$ cat src/design/crs_pkg.sv
// Shared types and constants for the collatz record search block.
`default_nettype none

package crs_pkg;

    localparam int PATH_BITS = 16;
    // path counter holds limit + 1 so a two-count step never wraps
    localparam int PATH_W = PATH_BITS + 1;
    localparam logic [PATH_W-1:0] PATH_LIMIT = PATH_W'((64'd1 << PATH_BITS) - 64'd1);

    localparam int VAL_W = 64;
    localparam int LEN_W = 16;
    localparam int OUT_W = 88;  // 84 field bits padded to whole bytes

    localparam logic [VAL_W-1:0] SEARCH_END_RESET = 64'h0000_0001_0000_0000;

    typedef enum logic [1:0] {
        ST_OK         = 2'd0,
        ST_OVERFLOW   = 2'd1,
        ST_PATH_LIMIT = 2'd2,
        ST_DONE       = 2'd3
    } status_t;

    typedef struct packed {
        logic load;    // take a start value
        logic step;    // advance the sequence one step
        logic finish;  // settle records, fill the output register
    } crs_cmd_t;

    typedef struct packed {
        logic done;    // run ended (reached one or stopped)
    } crs_stat_t;

endpackage

`default_nettype wire

$ cat src/design/crs_datapath.sv
// Datapath: sequence registers, step unit, records, output payload.
`default_nettype none

module crs_datapath (
    input  wire logic                       clk,
    input  wire logic                       rst_n,
    input  wire crs_pkg::crs_cmd_t          cmd,
    output crs_pkg::crs_stat_t              stat,
    input  wire logic                       cfg_we,
    input  wire logic [crs_pkg::VAL_W-1:0]  cfg_data,
    input  wire logic [crs_pkg::VAL_W-1:0]  start_value,
    output logic      [crs_pkg::OUT_W-1:0]  out_data
);

    logic [crs_pkg::VAL_W-1:0]  search_end_reg;
    logic [crs_pkg::VAL_W-1:0]  record_peak_reg;
    logic [crs_pkg::PATH_BITS-1:0] record_path_reg;

    logic [crs_pkg::VAL_W-1:0]  cur_reg, cur_next;
    logic [crs_pkg::VAL_W-1:0]  peak_reg, peak_next;
    logic [crs_pkg::PATH_W-1:0] path_reg, path_next;
    crs_pkg::status_t           status_reg, status_next;

    logic [crs_pkg::LEN_W-1:0]  o_len_reg;
    logic [crs_pkg::VAL_W-1:0]  o_peak_reg;
    logic                       o_newpk_reg;
    logic                       o_newpa_reg;
    crs_pkg::status_t           o_status_reg;

    logic                       odd;
    logic                       cur_one;
    logic [crs_pkg::VAL_W:0]    odd_sum;
    logic [crs_pkg::PATH_W-1:0] path_sum;
    logic                       beat_peak;
    logic                       beat_path;

    assign odd     = cur_reg[0];
    assign cur_one = (cur_reg == crs_pkg::VAL_W'(1));
    // (3n+1)/2 as n + (n>>1) + 1; carry out means overflow
    assign odd_sum = {1'b0, cur_reg} + {2'b00, cur_reg[crs_pkg::VAL_W-1:1]}
                     + (crs_pkg::VAL_W+1)'(1);
    assign path_sum = path_reg + (odd ? crs_pkg::PATH_W'(2) : crs_pkg::PATH_W'(1));

    assign stat.done = (status_reg != crs_pkg::ST_OK) || cur_one;

    assign beat_peak = (status_reg == crs_pkg::ST_OK) && (record_peak_reg < peak_reg);
    assign beat_path = (status_reg == crs_pkg::ST_OK)
                       && ({1'b0, record_path_reg} < path_reg);

    always_comb
    begin
        cur_next    = cur_reg;
        peak_next   = peak_reg;
        path_next   = path_reg;
        status_next = status_reg;
        if (cmd.load)
        begin
            cur_next    = start_value;
            peak_next   = '0;
            path_next   = '0;
            status_next = (start_value > search_end_reg) ? crs_pkg::ST_DONE
                                                         : crs_pkg::ST_OK;
        end
        else if (cmd.step && !stat.done)
        begin
            if (odd && odd_sum[crs_pkg::VAL_W])
            begin
                status_next = crs_pkg::ST_OVERFLOW;
            end
            else
            begin
                if (odd)
                begin
                    cur_next = odd_sum[crs_pkg::VAL_W-1:0];
                    if (odd_sum[crs_pkg::VAL_W-1:0] > peak_reg)
                        peak_next = odd_sum[crs_pkg::VAL_W-1:0];
                end
                else
                begin
                    cur_next = cur_reg >> 1;
                end
                if (path_sum >= crs_pkg::PATH_LIMIT)
                begin
                    path_next   = crs_pkg::PATH_LIMIT;
                    status_next = crs_pkg::ST_PATH_LIMIT;
                end
                else
                begin
                    path_next = path_sum;
                end
            end
        end
    end

    // sequence and output registers: payload, no reset needed
    always_ff @(posedge clk)
    begin
        cur_reg  <= cur_next;
        peak_reg <= peak_next;
        path_reg <= path_next;
        if (cmd.finish)
        begin
            o_len_reg    <= crs_pkg::LEN_W'(path_reg);
            o_peak_reg   <= peak_reg;
            o_newpk_reg  <= beat_peak;
            o_newpa_reg  <= beat_path;
            o_status_reg <= status_reg;
        end
    end

    always_ff @(posedge clk or negedge rst_n)
    begin
        if (!rst_n)
        begin
            status_reg      <= crs_pkg::ST_OK;
            search_end_reg  <= crs_pkg::SEARCH_END_RESET;
            record_peak_reg <= '0;
            record_path_reg <= '0;
        end
        else
        begin
            status_reg <= status_next;
            if (cfg_we)
                search_end_reg <= cfg_data;
            if (cmd.finish && beat_peak)
                record_peak_reg <= peak_reg;
            if (cmd.finish && beat_path)
                record_path_reg <= crs_pkg::PATH_BITS'(path_reg);
        end
    end

    assign out_data = {4'b0000, o_status_reg, o_newpa_reg, o_newpk_reg,
                       o_peak_reg, o_len_reg};

endmodule

`default_nettype wire

$ cat src/design/crs_ctrl.sv
// Controller: accepts a start, steps the datapath, hands off the result beat.
`default_nettype none

module crs_ctrl (
    input  wire logic               clk,
    input  wire logic               rst_n,
    input  wire logic               s_tvalid,
    output logic                    s_tready,
    output logic                    m_tvalid,
    input  wire logic               m_tready,
    input  wire crs_pkg::crs_stat_t stat,
    output crs_pkg::crs_cmd_t       cmd
);

    typedef enum logic {
        S_IDLE,
        S_RUN
    } state_t;

    state_t state_reg;
    logic   m_tvalid_reg;
    logic   slot_free;

    assign slot_free = !m_tvalid_reg || m_tready;

    assign s_tready   = (state_reg == S_IDLE);
    assign cmd.load   = (state_reg == S_IDLE) && s_tvalid;
    assign cmd.step   = (state_reg == S_RUN) && !stat.done;
    assign cmd.finish = (state_reg == S_RUN) && stat.done && slot_free;
    assign m_tvalid   = m_tvalid_reg;

    always_ff @(posedge clk or negedge rst_n)
    begin
        if (!rst_n)
        begin
            state_reg    <= S_IDLE;
            m_tvalid_reg <= 1'b0;
        end
        else
        begin
            if (cmd.finish)
                m_tvalid_reg <= 1'b1;
            else if (m_tready)
                m_tvalid_reg <= 1'b0;

            unique case (state_reg)
                S_IDLE:
                begin
                    if (s_tvalid)
                        state_reg <= S_RUN;
                end
                S_RUN:
                begin
                    if (cmd.finish)
                        state_reg <= S_IDLE;
                end
                default:
                begin
                    state_reg <= S_IDLE;
                end
            endcase
        end
    end

endmodule

`default_nettype wire

$ cat src/design/collatz_record_search.sv
// Top level of the collatz record search block.
//
// Input stream (s_*): one beat per start value, s_tdata[63:0] = start_value.
// Output stream (m_*): one beat per start value, fields listed at m_tdata.
// Config channel (cfg_*): cfg_data writes search_end; cfg_ready is always high.
//   Write it only while no start value is in flight.
// Operation: an input beat loads the start value and checks the search end,
// then the datapath takes one sequence step per cycle (an odd combined step
// counts two in path_length), then the result loads the output register.
// A start beyond search_end is not stepped. The single step unit runs one
// start value at a time: a new start is taken only after the last result
// has loaded the output register. s_tready is high only between runs.
// Reset: search_end returns to 2^32, record peak and path clear, no beat
// is pending on the output.
// Stall: the output register holds a finished beat while m_tready is low;
// a new start is still taken and run, and its result waits in the datapath
// until the output register is free.
`default_nettype none

module collatz_record_search (
    input  wire logic        clk,
    input  wire logic        rst_n,
    input  wire logic        s_tvalid,
    output logic             s_tready,
    input  wire logic [63:0] s_tdata,   // [63:0] start_value
    output logic             m_tvalid,
    input  wire logic        m_tready,
    output logic [87:0]      m_tdata,   // [15:0] path_length, [79:16] half_peak,
                                        // [80] new_peak_record,
                                        // [81] new_path_record, [83:82] status,
                                        // [87:84] zero
    input  wire logic        cfg_valid,
    output logic             cfg_ready,
    input  wire logic [63:0] cfg_data   // search_end
);

    crs_pkg::crs_cmd_t  cmd;
    crs_pkg::crs_stat_t stat;

    // config register always writable
    assign cfg_ready = 1'b1;

    crs_ctrl u_ctrl (
        .clk      (clk),
        .rst_n    (rst_n),
        .s_tvalid (s_tvalid),
        .s_tready (s_tready),
        .m_tvalid (m_tvalid),
        .m_tready (m_tready),
        .stat     (stat),
        .cmd      (cmd)
    );

    crs_datapath u_dp (
        .clk         (clk),
        .rst_n       (rst_n),
        .cmd         (cmd),
        .stat        (stat),
        .cfg_we      (cfg_valid),
        .cfg_data    (cfg_data),
        .start_value (s_tdata),
        .out_data    (m_tdata)
    );

endmodule

`default_nettype wire

$ cat config.mk
export PLATFORM = sky130hd
export DESIGN_NAME = collatz_record_search
export DESIGN_NICKNAME = d
export VERILOG_FILES = /design/src/design/crs_pkg.sv /design/src/design/crs_datapath.sv /design/src/design/crs_ctrl.sv /design/src/design/collatz_record_search.sv
export SDC_FILE = /design/constraint.sdc
export NUM_CORES = 1
export LEC_CHECK = 0
export BUFFER_PORTS_ARGS = -buffer_cell sky130_fd_sc_hd__buf_2
export CORE_ASPECT_RATIO = 1.75
export CORE_MARGIN = 8
export CORE_UTILIZATION = 51
export CTS_CLUSTER_DIAMETER = 120
export DETAILED_ROUTE_END_ITERATION = 16
export GPL_TIMING_DRIVEN = 0
export PLACE_DENSITY = 0.68
export SYNTH_ARGS = -nofsm -noshare
export SYNTH_HDL_FRONTEND = slang
export SYNTH_SLANG_ARGS = --single-unit
$ cat constraint.sdc
create_clock -name clk -period 24.5 [get_ports clk]
set_input_delay 3.675 -clock clk [delete_from_list [all_inputs] [get_ports clk]]
set_output_delay 3.675 -clock clk [all_outputs]
set_load 0.005 [all_outputs]
==> Yosys cells after proc, flatten, opt, wreduce, memory -nomap -nowiden <==
Index checks and enable logic that the tools add are counted.
{ "word_totals": {"out_inout_bits": 91, "word_cells": 65, "inputBits": 133, "regBits": 377} }
{ "op_classes": {"n_reduce_logical": 23, "n_mux": 16, "n_addsub": 3, "eq_ne": 2, "order_cmp": 5, "bitwise": 2} }
{ "ops": {"columns": ["operator", "count"], "rows": [
  ["64-bit two-way mux", 4],
  ["64-bit greater-than comparator", 2],
  ["64-bit by 63-bit adder with 65-bit output", 1],
  ["65-bit by 1-bit adder with 65-bit output (second input constant)", 1],
  ["64-bit by 1-bit == test with 1-bit output (second input constant)", 1],
  ["64-bit < comparator", 1],
  ["17-bit adder", 1],
  ["17-bit by 16-bit >= comparator with 1-bit output (second input constant)", 1],
  ["16-bit by 17-bit < comparator with 1-bit output", 1],
  ["17-bit two-way mux", 1],
  ["2-bit two-way mux", 6],
  ["1-bit logical AND", 10],
  ["2-bit AND reduction", 3],
  ["2-bit nonzero test", 3],
  ["1-bit two-way mux", 4],
  ["4-bit AND reduction", 1],
  ["3-bit nonzero test", 1],
  ["1-bit zero test", 2],
  ["2-bit zero test", 1],
  ["1-bit logical OR", 2],
  ["2-bit inequality test (second input constant)", 1],
  ["1-bit inverter", 2],
  ["1-bit case mux with 2 select lines", 1]
]} }

==> Logic depth before layout (Yosys ltp) <==
Gate-level depths: netlist (run 1).
{ "depth": {"ltp_word": 7, "ltp_mapped": 29, "mapped_depth_nobuf": 25} }

==> Modules after synthesis <==
From an unflattened synthesis (run 1), not the netlist that was laid out.
{ "unflattened": {"cells_unflattened": 2488, "area_unflattened_um2": 24258.3} }
{ "modules_own_cells": {"columns": ["mod", "instances", "seq_area_each_um2", "cells_per_inst", "area_each_um2"], "rows": [
  ["crs_datapath", 1, 9720.6, 2475, 24143.2],
  ["crs_ctrl", 1, 50.0, 11, 103.8],
  ["collatz_record_search", 1, 0.0, 2, 11.3]
]} }

==> Worst setup path after synthesis (run 1) <==
Ideal clock, no wire load.
{ "synth_timing": {"path_type": "input -> register", "startpoint": "in m_tready", "endpoint": "reg u_dp.record_peak_reg[22] (netlist bit)", "n_path_buf": 1, "path_slack_ns": 11.786, "setup_time_ns": 0.125, "path_stages": 5, "arrival_time_ns": 12.590, "t_required_ns": 24.375, "path_cell_list": "nand2b_1 nor3b_1 nand3_1 buf_2 mux2_2"} }
{ "synth_lines": {"columns": ["element", "line", "text"], "rows": [
  ["start, declared", "collatz_record_search.sv:27", "input wire logic m_tready,"],
  ["end signal, assigned", "crs_datapath.sv:126", "record_peak_reg <= peak_reg;"],
  ["end, declared", "crs_datapath.sv:16", "logic [crs_pkg::VAL_W-1:0] record_peak_reg;"]
]} }

==> Final worst setup path (run 1) <==
{ "layout_timing": {"startpoint": "reg u_dp.cur_reg[0] (netlist bit)", "endpoint": "reg u_dp.peak_reg[57] (netlist bit)"} }
{ "layout_via": {"elab_cells_between_ends": 11, "cone_classes": "add/sub (2); order compare (1); eq/ne (1); bitwise (1); reduce/logical (6)"} }
{ "layout_lines": {"columns": ["element", "line", "text"], "rows": [
  ["start, declared", "crs_datapath.sv:19", "logic [crs_pkg::VAL_W-1:0] cur_reg, cur_next;"],
  ["start signal, assigned", "crs_datapath.sv:98", "cur_reg <= cur_next;"],
  ["64-bit by 63-bit adder with 65-bit output", "crs_datapath.sv:40", "assign odd_sum = {1'b0, cur_reg} + {2'b00, cur_reg[crs_pkg::VAL_W-1:1]}"],
  ["65-bit by 1-bit adder with 65-bit output", "crs_datapath.sv:41", "+ (crs_pkg::VAL_W+1)'(1);"],
  ["named net u_dp.odd_sum, one bit", "crs_datapath.sv:32", "logic [crs_pkg::VAL_W:0] odd_sum;"],
  ["64-bit greater-than comparator", "crs_datapath.sv:75", "if (odd_sum[crs_pkg::VAL_W-1:0] > peak_reg)"],
  ["4-bit AND reduction (no source line)", null, null],
  ["end signal, assigned", "crs_datapath.sv:99", "peak_reg <= peak_next;"],
  ["end, declared", "crs_datapath.sv:20", "logic [crs_pkg::VAL_W-1:0] peak_reg, peak_next;"]
]} }
The timed path passes the listed nets, and every way through them passes these cells.
A chain may end at the register's enable or synchronous reset.

==> results.toml, run 1 <==
[status]
status = "complete, no violations"

[worst_setup_path]
r2r_end = "u_dp.peak_reg[57]"
worst_ep_required_time_ns = 24.98
path_buf_inv = 5
arrival_ns = 8.83
cpMostUsedCell = "a21oi_1"
cp-start-kind = "register"
reg2regPathDepth = 26
reg2reg_slack_ns = 16.16
end_kind = "register"
crit_slowest_cell = "a311oi_1"
slowest_delay_ns = 1.08
critPathKind = "reg -> reg"
r2r-start = "u_dp.cur_reg[0]"
path_delay_family = "compound AO/OA/AOI/OAI gates"
critPathMaxFanout = 12

[cells_and_area]
layout-drive-gt1-share_pct = 15.2
synthToLayoutAreaGrowth_pct = 13.5
nets = 3156
n_antenna_cell = 0

[routing]
drt_iter0_markers = 1031
drc = 0
post_drt_wl_per_cell_um = 22.4
routed_via_density = 5.83
drt_pre_antenna_iters = 5
wl_mm = 74.6
drtAntennaViolNets = 0
vias = 19423

[floorplan]
initial_core_util_pct = 51.2
die_y_um = 302
die_w_um = 179
rows = 105
core_sq_mm = 0.0465
ioPinCount = 224
die-area_sq_mm = 0.0542

[cts]
cts_buffer_depth = 3
cts_resized = 0
clock_sinks = 377
clkTransAtPathRegs_ns = 0.07
cts_tree = "done"
htreeDepth = 2
cts-root-buf = "clkbuf_16"
ctsHoldBuffers = 0
numCtsBuffers = 38
clock_latency_ns = 0.55
postCtsSetupBuffers = 0

[global_route]
antenna_found_initial = 0
grt_start_max_net_pins = 103
grt_pass1_vias = 20758
gr-total-overflow = 0
grt_pass1_wl_mm = 114
grt_usage_pct = 27.8

[sta]
fin_crit_sh_pct = 34.1
fin_skew_ns = 0.0112
worst_pin_slew_ns = 1.41
drv_slew = 0
hold_viol = 0
period_needed_ns = 8.34
fin_tns_setup_ns = 0
max_freq_mhz = 120
setup_viol = 0
relSlewSlack_pct = 5.46
rsz0062_at_grt = "no"

[yosys]
ys_ff_latch = 377
synth.yosys.warnings = 0
synth_cell_types = 82
synthArstFlopShare_pct = 39.3
synth_edf_count = 148
syn_area_per_cell_sq_um = 9.74
syn_inst = 2445
synthFlopType = "edfxtp_1"
ys_seq_area_share_pct = 41.0
syn_area_sq_mm = 0.0238

[min_path]
min_to = "u_dp.o_len_reg[11]"
holdCritStartpoint = "u_dp.path_reg[11]"
holdPathStages = 0
min_path_type = "reg -> reg"

[run]
drv_cap = 0

[place]
routabilityCongestion = 0.954
place_hpwl_mm = 60.5
place.port_buffers = 217
==> cells in the final DEF, fill, tap and decap left out, drive strengths merged, types with 4 or more instances in the layout <==
| cell | instances |
|---|---|
| o21ai | 200 |
| a211oi | 27 |
| mux2 | 81 |
| nand4 | 72 |
| clkinv | 14 |
| ha | 306 |
| nand2 | 228 |
| nor2b | 16 |
| and3 | 14 |
| mux2i | 97 |
| xor2 | 28 |
| conb | 5 |
| edfxtp | 148 |
| xnor2 | 38 |
| o31ai | 22 |
| dfxtp | 81 |
| nor2 | 135 |
| dfrtp | 147 |
| a21o | 80 |
| nand3 | 33 |
| nor4 | 10 |
| a31oi | 15 |
| o21bai | 15 |
| clkbuf | 118 |
| buf | 260 |
| and2 | 7 |
| a31o | 6 |
| inv | 230 |
| nor3 | 25 |
| a2111oi | 6 |
| or3 | 4 |
| or4 | 6 |
| a221oi | 5 |
| o21a | 10 |
| a21oi | 186 |
| nand2b | 14 |
| o211ai | 10 |
| a311oi | 6 |
==> cells in the mapped netlist (14+ instances only) <==
| library cell | count | area share, % |
|---|---|---|
| xor2_1 | 28 | 1.0 |
| mux2_2 | 81 | 3.8 |
| inv_1 | 227 | 3.6 |
| o21bai_1 | 15 | 0.47 |
| a21o_1 | 79 | 2.5 |
| edfxtp_1 | 148 | 19 |
| o31ai_1 | 21 | 0.66 |
| nand2b_1 | 14 | 0.37 |
| dfrtp_1 | 147 | 15 |
| o21ai_0 | 196 | 4.1 |
| a21oi_1 | 185 | 3.9 |
| ha_1 | 306 | 16 |
| nand2_1 | 227 | 3.6 |
| nand3_1 | 33 | 0.69 |
| nor3_1 | 24 | 0.50 |
| nor2b_1 | 16 | 0.42 |
| dfxtp_1 | 81 | 6.8 |
| clkbuf_1 | 65 | 1.0 |
| and3_1 | 14 | 0.37 |
| nand4_1 | 72 | 1.9 |
| nor2_1 | 134 | 2.1 |
| a211oi_1 | 24 | 0.76 |
| xnor2_1 | 37 | 1.4 |
| mux2i_1 | 97 | 4.1 |
| a31oi_1 | 14 | 0.37 |
==> metal layers <==
metal  track usage [%]  vias to the layer above  part of all wire [%]
met5                 0                        -                     0
met4              23.4                        0                   9.8
met3              3.15                      240                   3.9
met2              51.6                      541                    52
met1              26.8                     9355                    34
li1                  -                     9287                     -
==> worst max path at each step <==
stage	endpoint	from	slack (ns)	depth (start not counted)
4_1_cts	u_dp.peak_reg[57]	u_dp.cur_reg[0]	16.22	26
3_3_place_gp	u_dp.record_peak_reg[31]	m_tready	6.46	6
3_5_place_dp	u_dp.peak_reg[57]	u_dp.cur_reg[0]	16.23	26
2_1_floorplan	u_dp.record_peak_reg[22]	m_tready	11.79	5
5_1_grt	u_dp.peak_reg[19]	u_dp.cur_reg[0]	15.79	27
6_report	u_dp.peak_reg[57]	u_dp.cur_reg[0]	16.16	26
==> layout make-up <==
class / count / area, sq um
inverters: 229 / 860
plain buffers: 99 / 454
clock buffers: 52 / 1050
fillers: 4147 / 19500
repair buffers: 227 / 1240
multi-input cells: 1743 / 12800
flip-flops and latches: 377 / 9770
clock inverters: 18 / 165
well taps: 588 / 736
==> logic make-up (layout without fill, tap and decap cells) <==
group / after synthesis / after routing / synth area share, %
other: 2 / 5 / 0.0315
AOI/OAI and AO/OA: 611 / 611 / 15.6
adders and majority gates: 308 / 308 / 16.2
DFF: 377 / 377 / 41.0
xor gates and xnor gates: 66 / 66 / 2.46
buffers and inverters: 328 / 625 / 5.51
and+or+nand+nor: 575 / 575 / 11.2
muxes: 178 / 178 / 7.90
==> through the flow <==
stage                     utilization, %  setup slack (ns)  hold slack, ns  instances  instance area, sq um
final                               58.2             16.16           0.436       3333                 27000
after global routing                58.2             15.79           0.451       3333                 27000
after CTS                           58.2             16.22           0.437       3333                 27000
after detailed placement            55.5             16.23           0.424       3263                 25800
after global placement              55.2              6.46           0.423       3253                 25700
after floorplan                        -             11.79           0.403       2448                 23800
Power of run 1 is left out: the tool's default activity adds up to more than one toggle a clock period on the data nets, which glitch-free logic cannot reach.
==> run 2: changes to the inputs <==
--- a/config.mk
+++ b/config.mk
@@ -12,7 +12,7 @@
 export CTS_CLUSTER_DIAMETER = 120
 export DETAILED_ROUTE_END_ITERATION = 16
 export GPL_TIMING_DRIVEN = 0
-export PLACE_DENSITY = 0.68
+export PLACE_DENSITY = 0.71
 export SYNTH_ARGS = -nofsm -noshare
 export SYNTH_HDL_FRONTEND = slang
 export SYNTH_SLANG_ARGS = --single-unit
==> constraint.sdc (replaced) <==
create_clock -name clk -period 7.2 [get_ports clk]
set_input_delay 1.08 -clock clk [delete_from_list [all_inputs] [get_ports clk]]
set_output_delay 1.08 -clock clk [all_outputs]
set_load 0.005 [all_outputs]
==> run 2 against run 1 <==
Die area unchanged. Final cell count unchanged. Critical endpoint is now u_dp.peak_reg[41]. Non-clock buffer count unchanged. Sequential cell count unchanged. Design area up 0.83%. Fmax up 21%.
==> results.toml, run 2 (same netlist as run 1, synthesis figures left out) <==
[cells_and_area]
synthToLayoutAreaGrowth_pct = 14.5
fin_util_pct = 58.6
nets = 3156
layout_commonest_cell = "ha_1"
n_antenna_cell = 0
most-common-layout-cells = "ha_1, buf_2, nand2_1"
layout-drive-gt1-share_pct = 15.8
fill_cells = 4100
multi_input_comb_area_sq_mm = 0.0128
seqCellArea_sq_mm = 0.00977

[sta]
rsz0062_at_grt = "no"
relSlewSlack_pct = 22.4
hold_viol = 0
fin_skew_ns = 0.0182
setup_viol = 0
period_needed_ns = 6.88
drv_slew = 0
worst_pin_slew_ns = 1.16
max_freq_mhz = 145
fin_crit_sh_pct = 95.6
setup_slack_ns = 0.318

[worst_setup_path]
worst_ep_required_time_ns = 7.59
reg2regPathDepth = 25
cp-start-kind = "register"
critPathKind = "reg -> reg"
arrival_ns = 7.27
end_kind = "register"
r2r-start = "u_dp.cur_reg[0]"
critPathMaxFanout = 10
reg2reg_slack_ns = 0.32
r2r_end = "u_dp.peak_reg[41]"

[global_route]
grt_start_max_net_pins = 102
grt.met3_usage_pct = 2.99
gr-total-overflow = 0
grt_pass1_vias = 20616
grt_pass1_wl_mm = 115
grt_util_met1_pct = 27.1
grtUsageMet2_pct = 52.2
antenna_found_initial = 1
grt_usage_pct = 27.9
busiest_layer = "met2"

[cts]
cts_tree = "done"
cts_buffer_depth = 3
clock_latency_ns = 0.55
ctsHoldBuffers = 0
cts-root-buf = "clkbuf_16"
numCtsBuffers = 38
clock_sinks = 377
htreeDepth = 2
clkTransAtPathRegs_ns = 0.06

[routing]
drc = 0
post_drt_wl_per_cell_um = 22.5
drtAntennaViolNets = 0
wl_mm = 74.8
drt_iter0_markers = 983
drt_pre_antenna_iters = 6
routed_via_density = 5.82
vias = 19402

[place]
place_hpwl_mm = 60.6
routabilityCongestion = 0.975
dp_slack_ns = -1.07
place.port_buffers = 217

[floorplan]
ioPinCount = 224
rows = 105
die-area_sq_mm = 0.0542
die_w_um = 179
die_y_um = 302
initial_core_util_pct = 51.2
core_sq_mm = 0.0465

[min_path]
min_path_type = "in -> async"

[run]
drv_cap = 0

[status]
status = "complete, no violations"
## run 2: timing repair
item                       in CTS  in global routing
setup buffers                   3                  0
setup endpoints to repair      64                 64
pin swaps                       1                  0
gates resized for setup         3                 12
## run 2: worst max path at each step
| stage | startpoint | end | slack [ns] | cells after the start |
|---|---|---|---|---|
| finish | u_dp.cur_reg[0] | u_dp.peak_reg[41] | 0.32 | 25 |
| floorplan | u_dp.cur_reg[2] | u_dp.record_peak_reg[22] | 0.74 | 9 |
| detailed placement | u_dp.cur_reg[0] | u_dp.peak_reg[41] | -1.07 | 26 |
| global route | u_dp.cur_reg[0] | u_dp.peak_reg[53] | 0.004 | 26 |
| CTS | u_dp.cur_reg[0] | u_dp.peak_reg[41] | 0.04 | 25 |
| global placement | u_dp.cur_reg[37] | u_dp.record_peak_reg[9] | -3.14 | 9 |
## run 2: metrics by stage
| stage | TNS, ns | area, sq um | cells | hold slack [ns] |
|---|---|---|---|---|
| CTS | 0 | 27200 | 3333 | 0.415 |
| detailed placement | -62.55 | 25900 | 3261 | 0.429 |
| finish | 0 | 27300 | 3333 | 0.425 |
| floorplan | 0 | 23800 | 2448 | 0.403 |
| global placement | -440.93 | 25700 | 3253 | 0.420 |
| global route | 0 | 27300 | 3333 | 0.446 |
## run 2: final cells by class
| class | count | share of cell area (%) |
|---|---|---|
| Buffer | 98 | 1.66 |
| Clock buffer | 54 | 4.12 |
| Clock inverter | 16 | 0.665 |
| Inverter | 229 | 3.17 |
| Multi-Input combinational cell | 1743 | 47.1 |
| Sequential cell | 377 | 35.8 |
| Tap cell | 588 | 2.70 |
| Timing Repair Buffer | 228 | 4.76 |
## run 2: critical path, stage by stage (launching register included)
cell and delay [ns]:
edfxtp_1 0.56, buf_2 0.34, clkinvlp_4 0.21, ha_1 0.26
fa_1 0.40, nand2b_1 0.20, a21oi_2 0.23, o31ai_2 0.13
a21oi_1 0.14, nor2b_1 0.09, o31a_1 0.39, o32a_2 0.25
nand2_1 0.32, a21boi_0 0.20, xor2_1 0.35, inv_1 0.08
ha_1 0.29, nand4_1 0.14, nor4_2 0.35, o21ai_0 0.17
o311ai_1 0.19, o211ai_1 0.21, a211oi_2 0.40, buf_4 0.31
buf_2 0.36, o31ai_1 0.14
## run 2: per-layer routing
metal	part of all wire, %	wire, um
met5	0.017	13
met4	9.3	6930
met3	3.7	2760
met2	53	39400
met1	34	25700
Power of run 2 is left out for the same reason.
